$ cat config.mk
export PLATFORM = sky130hd
export DESIGN_NAME = lcg_keystream_byte_decryptor
export DESIGN_NICKNAME = d
export VERILOG_FILES = /design/src/rtl/lkd_pkg.sv /design/src/rtl/lcg_keystream_byte_decryptor.sv /design/src/rtl/lkd_mac.sv
export SDC_FILE = /design/constraint.sdc
export NUM_CORES = 2
export LEC_CHECK = 0
export ABC_CLOCK_PERIOD_IN_PS = 16000
export BUFFER_PORTS_ARGS = -buffer_cell sky130_fd_sc_hd__buf_2
export CAP_MARGIN = 0
export CELL_PAD_IN_SITES_DETAIL_PLACEMENT = 1
export CELL_PAD_IN_SITES_GLOBAL_PLACEMENT = 1
export CORE_AREA = 2 2 242 244
export CTS_CLUSTER_DIAMETER = 40
export DETAILED_ROUTE_END_ITERATION = 6
export DIE_AREA = 0 0 244 246
export PLACE_DENSITY = 0.89
export SLEW_MARGIN = 20
export SYNTH_ARGS = -nofsm -noshare
export SYNTH_HDL_FRONTEND = slang
export SYNTH_SLANG_ARGS = --single-unit
$ cat constraint.sdc
create_clock -name clk_i -period 16 [get_ports clk_i]
set_clock_uncertainty 0.05 [all_clocks]
set_input_delay 1.6 -clock clk_i [delete_from_list [all_inputs] [get_ports clk_i]]
set_output_delay 1.6 -clock clk_i [all_outputs]
set_load 0.01 [all_outputs]
$ cat src/rtl/lkd_pkg.sv
// Shared types, codes and the jump-ahead coefficient table of the keystream decryptor.
package lkd_pkg;

  // Width of the key word and of every 32-bit register and field.
  localparam int unsigned WordBits = 32;
  // Width of the reported position.
  localparam int unsigned PosBits = 32;
  // Largest number of jump-ahead steps the coefficient table covers.
  localparam int unsigned MaxJumpSteps = 30;
  // Index width of the coefficient table.
  localparam int unsigned JumpIdxBits = 5;

  // One keystream step is key * KeyMul + KeyAdd.
  localparam logic [WordBits-1:0] KeyMul = 32'd7;
  localparam logic [WordBits-1:0] KeyAdd = 32'd3;

  // Operation codes carried in the op field; code three is unused.
  localparam logic [1:0] OpDecrypt = 2'd0;
  localparam logic [1:0] OpSeek    = 2'd1;
  localparam logic [1:0] OpOpen    = 2'd2;

  // Configuration register indexes.
  localparam logic CfgStartKey  = 1'b0;
  localparam logic CfgEntrySize = 1'b1;

  typedef struct packed {
    logic [1:0]          op;
    logic [7:0]          cipher_byte;
    logic [WordBits-1:0] seek_target;
  } in_beat_t;

  typedef struct packed {
    logic [7:0]         plain_byte;
    logic               byte_valid;
    logic               seek_ok;
    logic [PosBits-1:0] position;
  } out_beat_t;

  // Composed step coefficients: applying entry i advances the key by 2**i dwords.
  typedef struct packed {
    logic [WordBits-1:0] m;
    logic [WordBits-1:0] a;
  } coef_t;

  typedef coef_t [MaxJumpSteps-1:0] coef_tab_t;

  // Squares the step once per entry: a' = a * (m + 1), m' = m * m.
  function automatic coef_tab_t jump_coefs();
    coef_tab_t           tab;
    logic [WordBits-1:0] m;
    logic [WordBits-1:0] a;
    m = KeyMul;
    a = KeyAdd;
    for (int i = 0; i < MaxJumpSteps; i++) begin
      tab[i].m = m;
      tab[i].a = a;
      a = a * (m + 32'd1);
      m = m * m;
    end
    return tab;
  endfunction

endpackage

$ cat src/rtl/lcg_keystream_byte_decryptor.sv
// Top level of the keystream byte decryptor: sequencer, state registers and output stage.
//
// This block decrypts one archive entry a byte at a time. Each input beat carries an op:
// decrypt XORs the cipher byte with byte (offset mod 4) of the current key word and moves
// one byte on, stepping the key as key*7+3 whenever the offset reaches a dword boundary;
// seek moves to a target offset, rewinding to the start key first when moving backward and
// failing without change when the target lies at or past the entry end and is not the
// current offset; open returns to offset zero with the start key. Every input beat yields
// exactly one output beat that reports the decrypted byte, whether it was inside the entry,
// whether a seek or open succeeded, and the offset afterward. Decrypt, open, a zero-distance
// seek, a failed seek and a seek within the same dword load their result into the output
// register as they are accepted, and the next beat can be taken as soon as that register has
// room. A seek that crosses dword boundaries walks the bits of the dword count through the
// single shared multiply-add unit, one bit per cycle, stopping after the highest set bit
// or after JUMP_STEPS bits, and then hands over its result. The input side is not ready
// while a seek is walking or handing over its result, and it also waits while the output
// register holds a beat that has not been taken. Configuration writes to the start key and
// entry size take effect on the next beat that reads them; a new start key is used only at
// the next open or backward seek.
module lcg_keystream_byte_decryptor import lkd_pkg::*; #(
  parameter int unsigned JUMP_STEPS  = 30,
  parameter int unsigned OFFSET_BITS = 32
) (
  input  logic                clk_i,
  input  logic                rst_ni,
  // Configuration write port.
  input  logic                cfg_we_i,
  input  logic                cfg_idx_i,
  input  logic [WordBits-1:0] cfg_data_i,
  // Input beats.
  input  logic                in_valid_i,
  output logic                in_ready_o,
  input  in_beat_t            in_data_i,
  // Output beats.
  output logic                out_valid_o,
  input  logic                out_ready_i,
  output out_beat_t           out_data_o
);

  // Dword count width, and the width of the counter that walks the coefficient table.
  localparam int unsigned DwBits   = OFFSET_BITS - 2;
  localparam int unsigned StepBits = (JUMP_STEPS > 1) ? $clog2(JUMP_STEPS) : 1;
  localparam logic [StepBits-1:0] LastStep = StepBits'(JUMP_STEPS - 1);
  localparam coef_tab_t CoefTab = jump_coefs();

  // One-hot sequencer states: waiting for a beat, walking a jump, handing over a seek result.
  typedef enum logic [2:0] {
    StIdle = 3'b001,
    StJump = 3'b010,
    StDone = 3'b100
  } state_e;

  state_e                 state_q, state_d;
  logic [WordBits-1:0]    start_key_q;
  logic [WordBits-1:0]    entry_size_q;
  logic [WordBits-1:0]    key_q, key_d;
  logic [OFFSET_BITS-1:0] off_q, off_d;
  logic [DwBits-1:0]      dw_q, dw_d;
  logic [StepBits-1:0]    step_q, step_d;
  logic                   out_valid_q, out_valid_d;
  out_beat_t              out_data_q, out_data_d;

  logic                   in_fire;
  logic                   out_slot_free;
  logic                   out_load;
  logic [OFFSET_BITS-1:0] size;
  logic [OFFSET_BITS-1:0] target;
  logic [OFFSET_BITS-1:0] base_off;
  logic [DwBits-1:0]      dw_span;
  logic [WordBits-1:0]    mac_mul;
  logic [WordBits-1:0]    mac_add;
  logic [WordBits-1:0]    mac_res;
  coef_t                  coef;

  assign size   = entry_size_q[OFFSET_BITS-1:0];
  assign target = in_data_i.seek_target[OFFSET_BITS-1:0];

  // A backward seek restarts the walk from offset zero.
  assign base_off = (target < off_q) ? '0 : off_q;
  assign dw_span  = target[OFFSET_BITS-1:2] - base_off[OFFSET_BITS-1:2];

  assign out_slot_free = !out_valid_q || out_ready_i;
  assign in_ready_o    = (state_q == StIdle) && out_slot_free;
  assign in_fire       = in_valid_i && in_ready_o;

  // The multiply-add unit takes the single step while idle, and the composed coefficient
  // for the current bit of the dword count while a jump is walking.
  assign coef    = CoefTab[JumpIdxBits'(step_q)];
  assign mac_mul = (state_q == StJump) ? coef.m : KeyMul;
  assign mac_add = (state_q == StJump) ? coef.a : KeyAdd;

  lkd_mac u_mac (
    .key_i (key_q),
    .mul_i (mac_mul),
    .add_i (mac_add),
    .res_o (mac_res)
  );

  always_comb begin
    state_d    = state_q;
    key_d      = key_q;
    off_d      = off_q;
    dw_d       = dw_q;
    step_d     = step_q;
    out_load   = 1'b0;
    out_data_d = '0;

    unique case (state_q)
      StIdle: begin
        if (in_fire) begin
          out_load = 1'b1;
          unique case (in_data_i.op)
            OpDecrypt: begin
              // Past the entry end nothing is decrypted and nothing moves.
              if (off_q < size) begin
                out_data_d.plain_byte = in_data_i.cipher_byte ^
                                        8'(key_q >> {off_q[1:0], 3'b000});
                out_data_d.byte_valid = 1'b1;
                off_d = off_q + OFFSET_BITS'(1);
                if (off_d[1:0] == 2'b00) begin
                  key_d = mac_res;
                end
              end
            end
            OpSeek: begin
              if (target == off_q) begin
                out_data_d.seek_ok = 1'b1;
              end else if (target < size) begin
                off_d = target;
                key_d = (target < off_q) ? start_key_q : key_q;
                if (dw_span != '0) begin
                  // The result is produced once the jump has finished.
                  out_load = 1'b0;
                  dw_d     = dw_span;
                  step_d   = '0;
                  state_d  = StJump;
                end else begin
                  out_data_d.seek_ok = 1'b1;
                end
              end
            end
            OpOpen: begin
              off_d = '0;
              key_d = start_key_q;
              out_data_d.seek_ok = 1'b1;
            end
            default: begin
              // The unused op code only reports the position.
            end
          endcase
        end
      end
      StJump: begin
        if (dw_q[0]) begin
          key_d = mac_res;
        end
        dw_d   = dw_q >> 1;
        step_d = step_q + StepBits'(1);
        if (dw_d == '0 || step_q == LastStep) begin
          state_d = StDone;
        end
      end
      StDone: begin
        if (out_slot_free) begin
          out_load           = 1'b1;
          out_data_d.seek_ok = 1'b1;
          state_d            = StIdle;
        end
      end
      default: begin
        state_d = StIdle;
      end
    endcase

    out_data_d.position = PosBits'(off_d);
  end

  assign out_valid_d = out_load || (out_valid_q && !out_ready_i);

  always_ff @(posedge clk_i or negedge rst_ni) begin
    if (!rst_ni) begin
      state_q      <= StIdle;
      start_key_q  <= '0;
      entry_size_q <= '0;
      key_q        <= '0;
      off_q        <= '0;
      dw_q         <= '0;
      step_q       <= '0;
      out_valid_q  <= 1'b0;
    end else begin
      state_q     <= state_d;
      key_q       <= key_d;
      off_q       <= off_d;
      dw_q        <= dw_d;
      step_q      <= step_d;
      out_valid_q <= out_valid_d;
      if (cfg_we_i) begin
        unique case (cfg_idx_i)
          CfgStartKey:  start_key_q  <= cfg_data_i;
          CfgEntrySize: entry_size_q <= cfg_data_i;
          default:      start_key_q  <= start_key_q;
        endcase
      end
    end
  end

  // The output payload register needs no reset; it is qualified by out_valid_q.
  always_ff @(posedge clk_i) begin
    if (out_load) begin
      out_data_q <= out_data_d;
    end
  end

  assign out_valid_o = out_valid_q;
  assign out_data_o  = out_data_q;

  // A beat is only taken while the sequencer is idle.
  a_ready_only_idle: assert property (@(posedge clk_i) disable iff (!rst_ni)
    in_ready_o |-> (state_q == StIdle))
    else $error("input ready outside the idle state");

  // The offset is settled when a jump starts and stays put while it walks.
  a_jump_keeps_offset: assert property (@(posedge clk_i) disable iff (!rst_ni)
    (state_q == StJump) |=> $stable(off_q))
    else $error("offset moved during a jump");

  // A jump always ends in a successful seek result.
  a_jump_reports_ok: assert property (@(posedge clk_i) disable iff (!rst_ni)
    (state_q == StDone && out_load) |=> (out_valid_q && out_data_q.seek_ok))
    else $error("finished jump did not report success");

  // A decrypt past the entry end leaves the offset unchanged.
  a_no_move_past_end: assert property (@(posedge clk_i) disable iff (!rst_ni)
    (in_fire && in_data_i.op == OpDecrypt && off_q >= size) |=> $stable(off_q))
    else $error("offset moved on a decrypt past the entry end");

  // A decrypted byte always leaves the offset past zero.
  a_valid_byte_moves: assert property (@(posedge clk_i) disable iff (!rst_ni)
    (out_valid_o && out_data_o.byte_valid) |-> (out_data_o.position != '0))
    else $error("valid byte reported at offset zero");

endmodule

$ cat src/rtl/lkd_mac.sv
// Shared multiply-add unit that advances the key word: res = key * mul + add.
module lkd_mac import lkd_pkg::*; (
  input  logic [WordBits-1:0] key_i,
  input  logic [WordBits-1:0] mul_i,
  input  logic [WordBits-1:0] add_i,
  output logic [WordBits-1:0] res_o
);

  logic [WordBits-1:0] prod;

  // Only the low word of the product matters; the key arithmetic wraps modulo 2**32.
  assign prod  = key_i * mul_i;
  assign res_o = prod + add_i;

endmodule

# == Word level (Yosys, flattened, before mapping) ==
# Memory sizes are Yosys's and may differ from the RTL's.
# Index checks and enable logic that the tools add are counted.
# totals
ff_bits,209
elab_cells,118
out_inout_bits,44
mem_count,1
in_bits,80
romBits,2048
# memory_table
memory,words,width,rd,rd_ports_with_merged_regs,wr,line,text
(name not given),32,64,1,0,0,lcg_keystream_byte_decryptor.sv:88,assign coef = CoefTab[JumpIdxBits'(step_q)];
# classes
muxes,52
shifts,1
multipliers,1
bitwise_logic,2
eq_ne,21
n_reduce_logical,20
order_cmp,4
n_addsub,4
# ops
operator,n
$mux W32,15
$pmux W32 S3,2
$mux W30,5
$lt A32 B32 Y1,3
$mux W64,1
$pmux W32 S2,1
$pmux W30 S2,1
$add A32 B1 Y32 const B,1
$add A32 B32 Y32,1
$eq A32 B32 Y1,1
$mul A32 B32 Y32,1
$shr A32 B5 Y8,1
$logic_not A30 Y1,1
$reduce_bool A30 Y1,1
$sub A30 B30 Y30,1
$mux W5,5
$mux W3,7
$ne A3 B3 Y1 const B,5
$pmux W5 S2,1
$mux W1,9
$mux W9,1
$pmux W3 S3,1
$reduce_and A9 Y1,1
$ne A2 B1 Y1 const B,4
23 further kinds,35

# == Logic depth before layout (Yosys ltp) ==
# depth
depth_word,11
depth_mapped,35

# == By module ==
# From an unflattened synthesis, not the netlist that was laid out.
# hier_totals
hier_cells,3475
hier_area_um2,31978.2
# by_module_without_submodules
mod,area_per_inst_um2,cells_each,n_inst,seq_area_each_um2
lkd_mac,16841.2,1871,1,0.0
lcg_keystream_byte_decryptor,15137.0,1604,1,5441.5

# == Worst setup path after synthesis ==
# No wires, ideal clock.
# synth_path
path_type,register to register
from,reg step_q[0]
to,reg key_q[31]
arrival_time_ns,8.319
setup_ns,0.131
synth_period_minus_slack_ns,8.500
path_slack_ns,7.500
path_stages_with_launch,34
path_cell_list,dfrtp_1 > clkbuf_1 > inv_1 > ha_1 > clkbuf_1 > nand2_1 > a311oi_2 > clkbuf_1 > nand2_1 > fa_1 > inv_1 > fa_1 > inv_1 > fa_1 > inv_1 > fa_1 > inv_1 > fa_1 > inv_1 > fa_1 > inv_1 > fa_1 > fa_1 > xnor2_1 > xnor2_1 > xnor2_1 > xnor2_1 > xnor3_1 > xnor2_1 > xnor3_1 > xnor2_1 > xor2_1 > mux2i_1 > o21ai_1
# synth_between
elab_chain_cells,10
elab_cells_between_ends,12
classes_between,add/sub: 1; mul: 1; mux: 9; memory: 1
# synth_rtl
element,line,text
from (decl),lcg_keystream_byte_decryptor.sv:59,"logic [StepBits-1:0] step_q, step_d;"
from (signal assigned),lcg_keystream_byte_decryptor.sv:195,step_q <= step_d;
$mem_v2 Z32 W64 (*),--,
$mux W64 (implied by the code) (*),lcg_keystream_byte_decryptor.sv:88,
$mux W32,lcg_keystream_byte_decryptor.sv:89,assign mac_mul = (state_q == StJump) ? coef.m : KeyMul;
$mul A32 B32 Y32,lkd_mac.sv:12,assign prod = key_i * mul_i;
$add A32 B32 Y32 (*),lkd_mac.sv:13,assign res_o = prod + add_i;
$mux W32,lcg_keystream_byte_decryptor.sv:120,if (off_d[1:0] == 2'b00) begin
$mux W32,lcg_keystream_byte_decryptor.sv:115,if (off_q < size) begin
$pmux W32 S3,lcg_keystream_byte_decryptor.sv:112,unique case (in_data_i.op)
$mux W32,lcg_keystream_byte_decryptor.sv:110,if (in_fire) begin
$pmux W32 S2 (*),lcg_keystream_byte_decryptor.sv:108,unique case (state_q)
to (signal assigned),lcg_keystream_byte_decryptor.sv:192,key_q <= key_d;
to (decl),lcg_keystream_byte_decryptor.sv:56,"logic [WordBits-1:0] key_q, key_d;"
# Every way passes the cells marked *; elsewhere a longest branch is shown, timed or not. The select of a mux whose other input is x is not followed.
# A chain may end at the register's enable or synchronous reset.

# == Final worst setup path ==
# layout_path
from,reg step_q[0]
to,reg key_q[29]
# Same word-level chain as after synthesis.

==> impl_metrics.py <==
metrics = {
    "setup_path": {
        "timing.critical_path.from": "step_q[0]$_DFFE_PN0P_",
        "cp_max_fo": 19,
        "startpoint_type": "register",
        "worst-setup-path-type": "reg2reg",
        "timing.rr.end": "key_q[29]$_DFFE_PN0P_",
        "r2r_slack_ns": 5.41,
        "cp-end-kind": "register",
        "worst_ep_arrival_time_ns": 10.98,
        "crit_path_top_delay_cell": "sky130_fd_sc_hd__a21boi_0",
        "r2r.worst_path.cells": 29,
        "critical_path.reg2reg.startpoint": "step_q[0]$_DFFE_PN0P_",
        "max_stage_delay_ns": 0.85,
        "required_ns": 16.39,
        "cp_common_cell": "sky130_fd_sc_hd__fa_1",
    },
    "synth": {
        "post_synth_main_area_contributors": "sky130_fd_sc_hd__fa_1 (27%), sky130_fd_sc_hd__dfrtp_1 (14%), sky130_fd_sc_hd__ha_1 (12%)",
        "syn-instance-count": 3407,
        "synthArstFlopShare_pct": 79.9,
        "yosys_warnings": 0,
        "mappedNetlistArea_um2": 30600,
        "mappedNetlistNets": 4189,
        "yosysMostFrequentCell": "sky130_fd_sc_hd__inv_1",
        "synth_top_cell_area_share_pct": 26.8,
        "ffs_latches_synth": 209,
        "post_synth.cell_area_avg_um2": 8.99,
        "ys.flop_type": "sky130_fd_sc_hd__dfrtp_1",
        "synth_edf_count": 42,
        "proportion_of_synthesized_chip_area_in_sequential_cells_pct": 17.8,
        "post_synth_most_frequent_cells": "sky130_fd_sc_hd__inv_1 (623), sky130_fd_sc_hd__fa_1 (410), sky130_fd_sc_hd__nand2_1 (308), sky130_fd_sc_hd__ha_1 (292), sky130_fd_sc_hd__nor2_1 (193)",
        "ys_types": 84,
        "synth_largest_area_cell": "sky130_fd_sc_hd__fa_1",
    },
    "grt": {
        "gr-total-overflow": 0,
        "grt_start_max_net_pins": 75,
        "grt_use_total_pct": 43.2,
        "grt_first_pass_wirelength_um": 193000,
        "first_global_vias": 31600,
        "number_of_antenna_violations_at_the_first_check_in_global_routing": 15,
    },
    "min_path": {
        "holdPathEnd": "entry_size_q[13]$_DFFE_PN0P_",
        "worst_hold_path.num_cells": 1,
        "worstHoldPathType": "reg2reg",
        "min_from": "entry_size_q[13]$_DFFE_PN0P_",
    },
    "clock_network": {
        "tritoncts": "built",
        "worst_skew_pair.late_latency_ns": 0.59,
        "cts.path.max_buffers": 3,
        "numCtsBuffers": 44,
        "post_cts_resized": 0,
        "ctsHoldBuffers": 0,
        "clk_pin_slew_ns": 0.05,
        "clock_sinks": 209,
        "clock_tree.htree_level_count": 2,
        "cts.root.buffer_cell": "sky130_fd_sc_hd__clkbuf_16",
        "postCtsSetupBuffers": 0,
    },
    "route": {
        "via_count": 28100,
        "drt-total-wl_um": 128000,
        "dr.pass1.iters": 6,
        "detail_route.vias_per_cell": 6.56,
        "initialDrtViolationCount": 2704,
        "post-route-drc-count": 0,
        "wl_per_cell_um": 29.8,
        "ant_nets": 0,
    },
    "finish": {
        "area_growth_pct": 10.3,
        "final_core_util_pct": 58.9,
        "share_of_cells_above_drive_strength_1_pct": 10.9,
        "final_design_area_no_fill_um2": 33800,
        "design.final.nets": 4255,
    },
    "placement": {
        "dp_hpwl_um": 89600,
        "gp_congestion": 0.998,
        "dpl_cell_area_um2": 32100,
        "io_buffers": 123,
    },
    "sta": {
        "final_hold_violation_count": 0,
        "period_minus_slack_ns": 10.59,
        "fin_crit_sh_pct": 66.2,
        "rsz0062_at_grt": "no",
        "final_count_of_pins_violating_max_slew": 0,
        "finalSetupTns_ns": 0,
        "maxClockFrequency_mhz": 94.5,
        "max_slew.worst_pin.slew_ns": 1.25,
        "hold_slack_ns": 0.454,
        "slew_headroom_pct": 17.0,
        "setup_violations": 0,
    },
    "job": {
        "drv_cap": 0,
    },
    "floorplan": {
        "io_pins": 124,
        "die_height_um": 246,
        "start_util_pct": 53.4,
        "die_w_um": 244,
        "design.die.area_um2": 60000,
        "rows": 88,
        "placeableCoreArea_um2": 57400,
    },
    "outcome": {
        "run_status": "complete, no violations",
    },
}
[registers in the layout, indices dropped and copies added, names as in the netlist]
signal,cells
dw_q,30
entry_size_q,32
key_q,32
off_q,32
out_data_o,42
out_valid_o,1
start_key_q,32
state_q,3
step_q,5
[per-stage QoR]
stage,worst slack [ns],std cells
finish,5.41,4283
global route,5.25,4276
CTS,5.61,4271
detailed placement,5.87,4190
global placement,6.26,4190
floorplan,7.50,3407
[area by class of cell]
class | count | area, um2
diodes | 10 | 25.0
clock buffers | 50 | 1220
clock inverters | 31 | 392
fillers | 6579 | 23600
inverters | 630 | 2360
multi-input cells | 2404 | 22300
flip-flops and latches | 209 | 5440
well taps | 765 | 957
repair buffers | 184 | 1090
[cells by family (layout without fill, tap and decap cells)]
family | after synthesis | count (layout) | synth area share [%]
compound gates | 526 | 526 | 11.1
xor+xnor | 112 | 112 | 3.56
fa+ha+maj | 702 | 702 | 38.7
buf+inv | 794 | 895 | 9.79
flops | 209 | 209 | 17.8
mux | 91 | 91 | 3.58
other cells | 0 | 10 | 0
simple gates | 973 | 973 | 15.5
[worst max path at each step]
| stage | end | slack, ns | cells after the start |
|---|---|---|---|
| after floorplan | key_q[31]$_DFFE_PN0P_ | 7.50 | 33 |
| after global placement | key_q[31]$_DFFE_PN0P_ | 6.26 | 31 |
| after detailed placement | key_q[31]$_DFFE_PN0P_ | 5.87 | 31 |
| after CTS | key_q[31]$_DFFE_PN0P_ | 5.61 | 31 |
| after global routing | key_q[31]$_DFFE_PN0P_ | 5.25 | 31 |
| final | key_q[29]$_DFFE_PN0P_ | 5.41 | 29 |
[worst max-delay path, delay by kind of cell, from the launching register on]
kind / cells / cell delay, ns
fa+ha+maj: 11 / 4.99
buf+inv: 4 / 0.89
simple gates: 3 / 0.38
xor+xnor: 1 / 0.19
compound gates: 10 / 3.15
flops: 1 / 0.79
[cells in the final DEF (no fill, tap or decap), types with 8 or more instances in the layout]
cell / n
sky130_fd_sc_hd__a211oi_1: 25
sky130_fd_sc_hd__a21o_1: 46
sky130_fd_sc_hd__a21oi_1: 143
sky130_fd_sc_hd__a221o_1: 13
sky130_fd_sc_hd__a22oi_1: 9
sky130_fd_sc_hd__a31oi_1: 26
sky130_fd_sc_hd__and2_1: 139
sky130_fd_sc_hd__and3_1: 56
sky130_fd_sc_hd__and4_1: 11
sky130_fd_sc_hd__buf_2: 122
sky130_fd_sc_hd__buf_4: 59
sky130_fd_sc_hd__clkbuf_16: 47
sky130_fd_sc_hd__dfrtp_1: 164
sky130_fd_sc_hd__diode_2: 10
sky130_fd_sc_hd__edfxtp_1: 42
sky130_fd_sc_hd__fa_1: 410
sky130_fd_sc_hd__ha_1: 292
sky130_fd_sc_hd__inv_1: 623
sky130_fd_sc_hd__mux2_2: 68
sky130_fd_sc_hd__mux2i_1: 15
sky130_fd_sc_hd__mux4_2: 8
sky130_fd_sc_hd__nand2_1: 307
sky130_fd_sc_hd__nand2b_1: 18
sky130_fd_sc_hd__nand3_1: 60
sky130_fd_sc_hd__nand4_1: 26
sky130_fd_sc_hd__nor2_1: 191
sky130_fd_sc_hd__nor2b_1: 24
sky130_fd_sc_hd__nor3_1: 62
sky130_fd_sc_hd__nor4_1: 22
sky130_fd_sc_hd__o211ai_1: 18
sky130_fd_sc_hd__o21a_1: 16
sky130_fd_sc_hd__o21ai_0: 124
sky130_fd_sc_hd__o21bai_1: 8
sky130_fd_sc_hd__o22ai_1: 8
sky130_fd_sc_hd__o31ai_1: 10
sky130_fd_sc_hd__or3_1: 20
sky130_fd_sc_hd__xnor2_1: 71
sky130_fd_sc_hd__xnor3_1: 8
sky130_fd_sc_hd__xor2_1: 33
[metal layers]
layer | vias to the layer above | GRT usage (%) | wire [um]
li1 | 11200 | - | -
met3 | 810 | 15.4 | 15100
met5 | - | 1.31 | 130
met4 | 12 | 34.2 | 12000
met1 | 14100 | 47.0 | 42400
met2 | 1962 | 68.6 | 58100
Power is left out: the tool's default activity adds up to more than one toggle a clock period on the data nets, which glitch-free logic cannot reach.
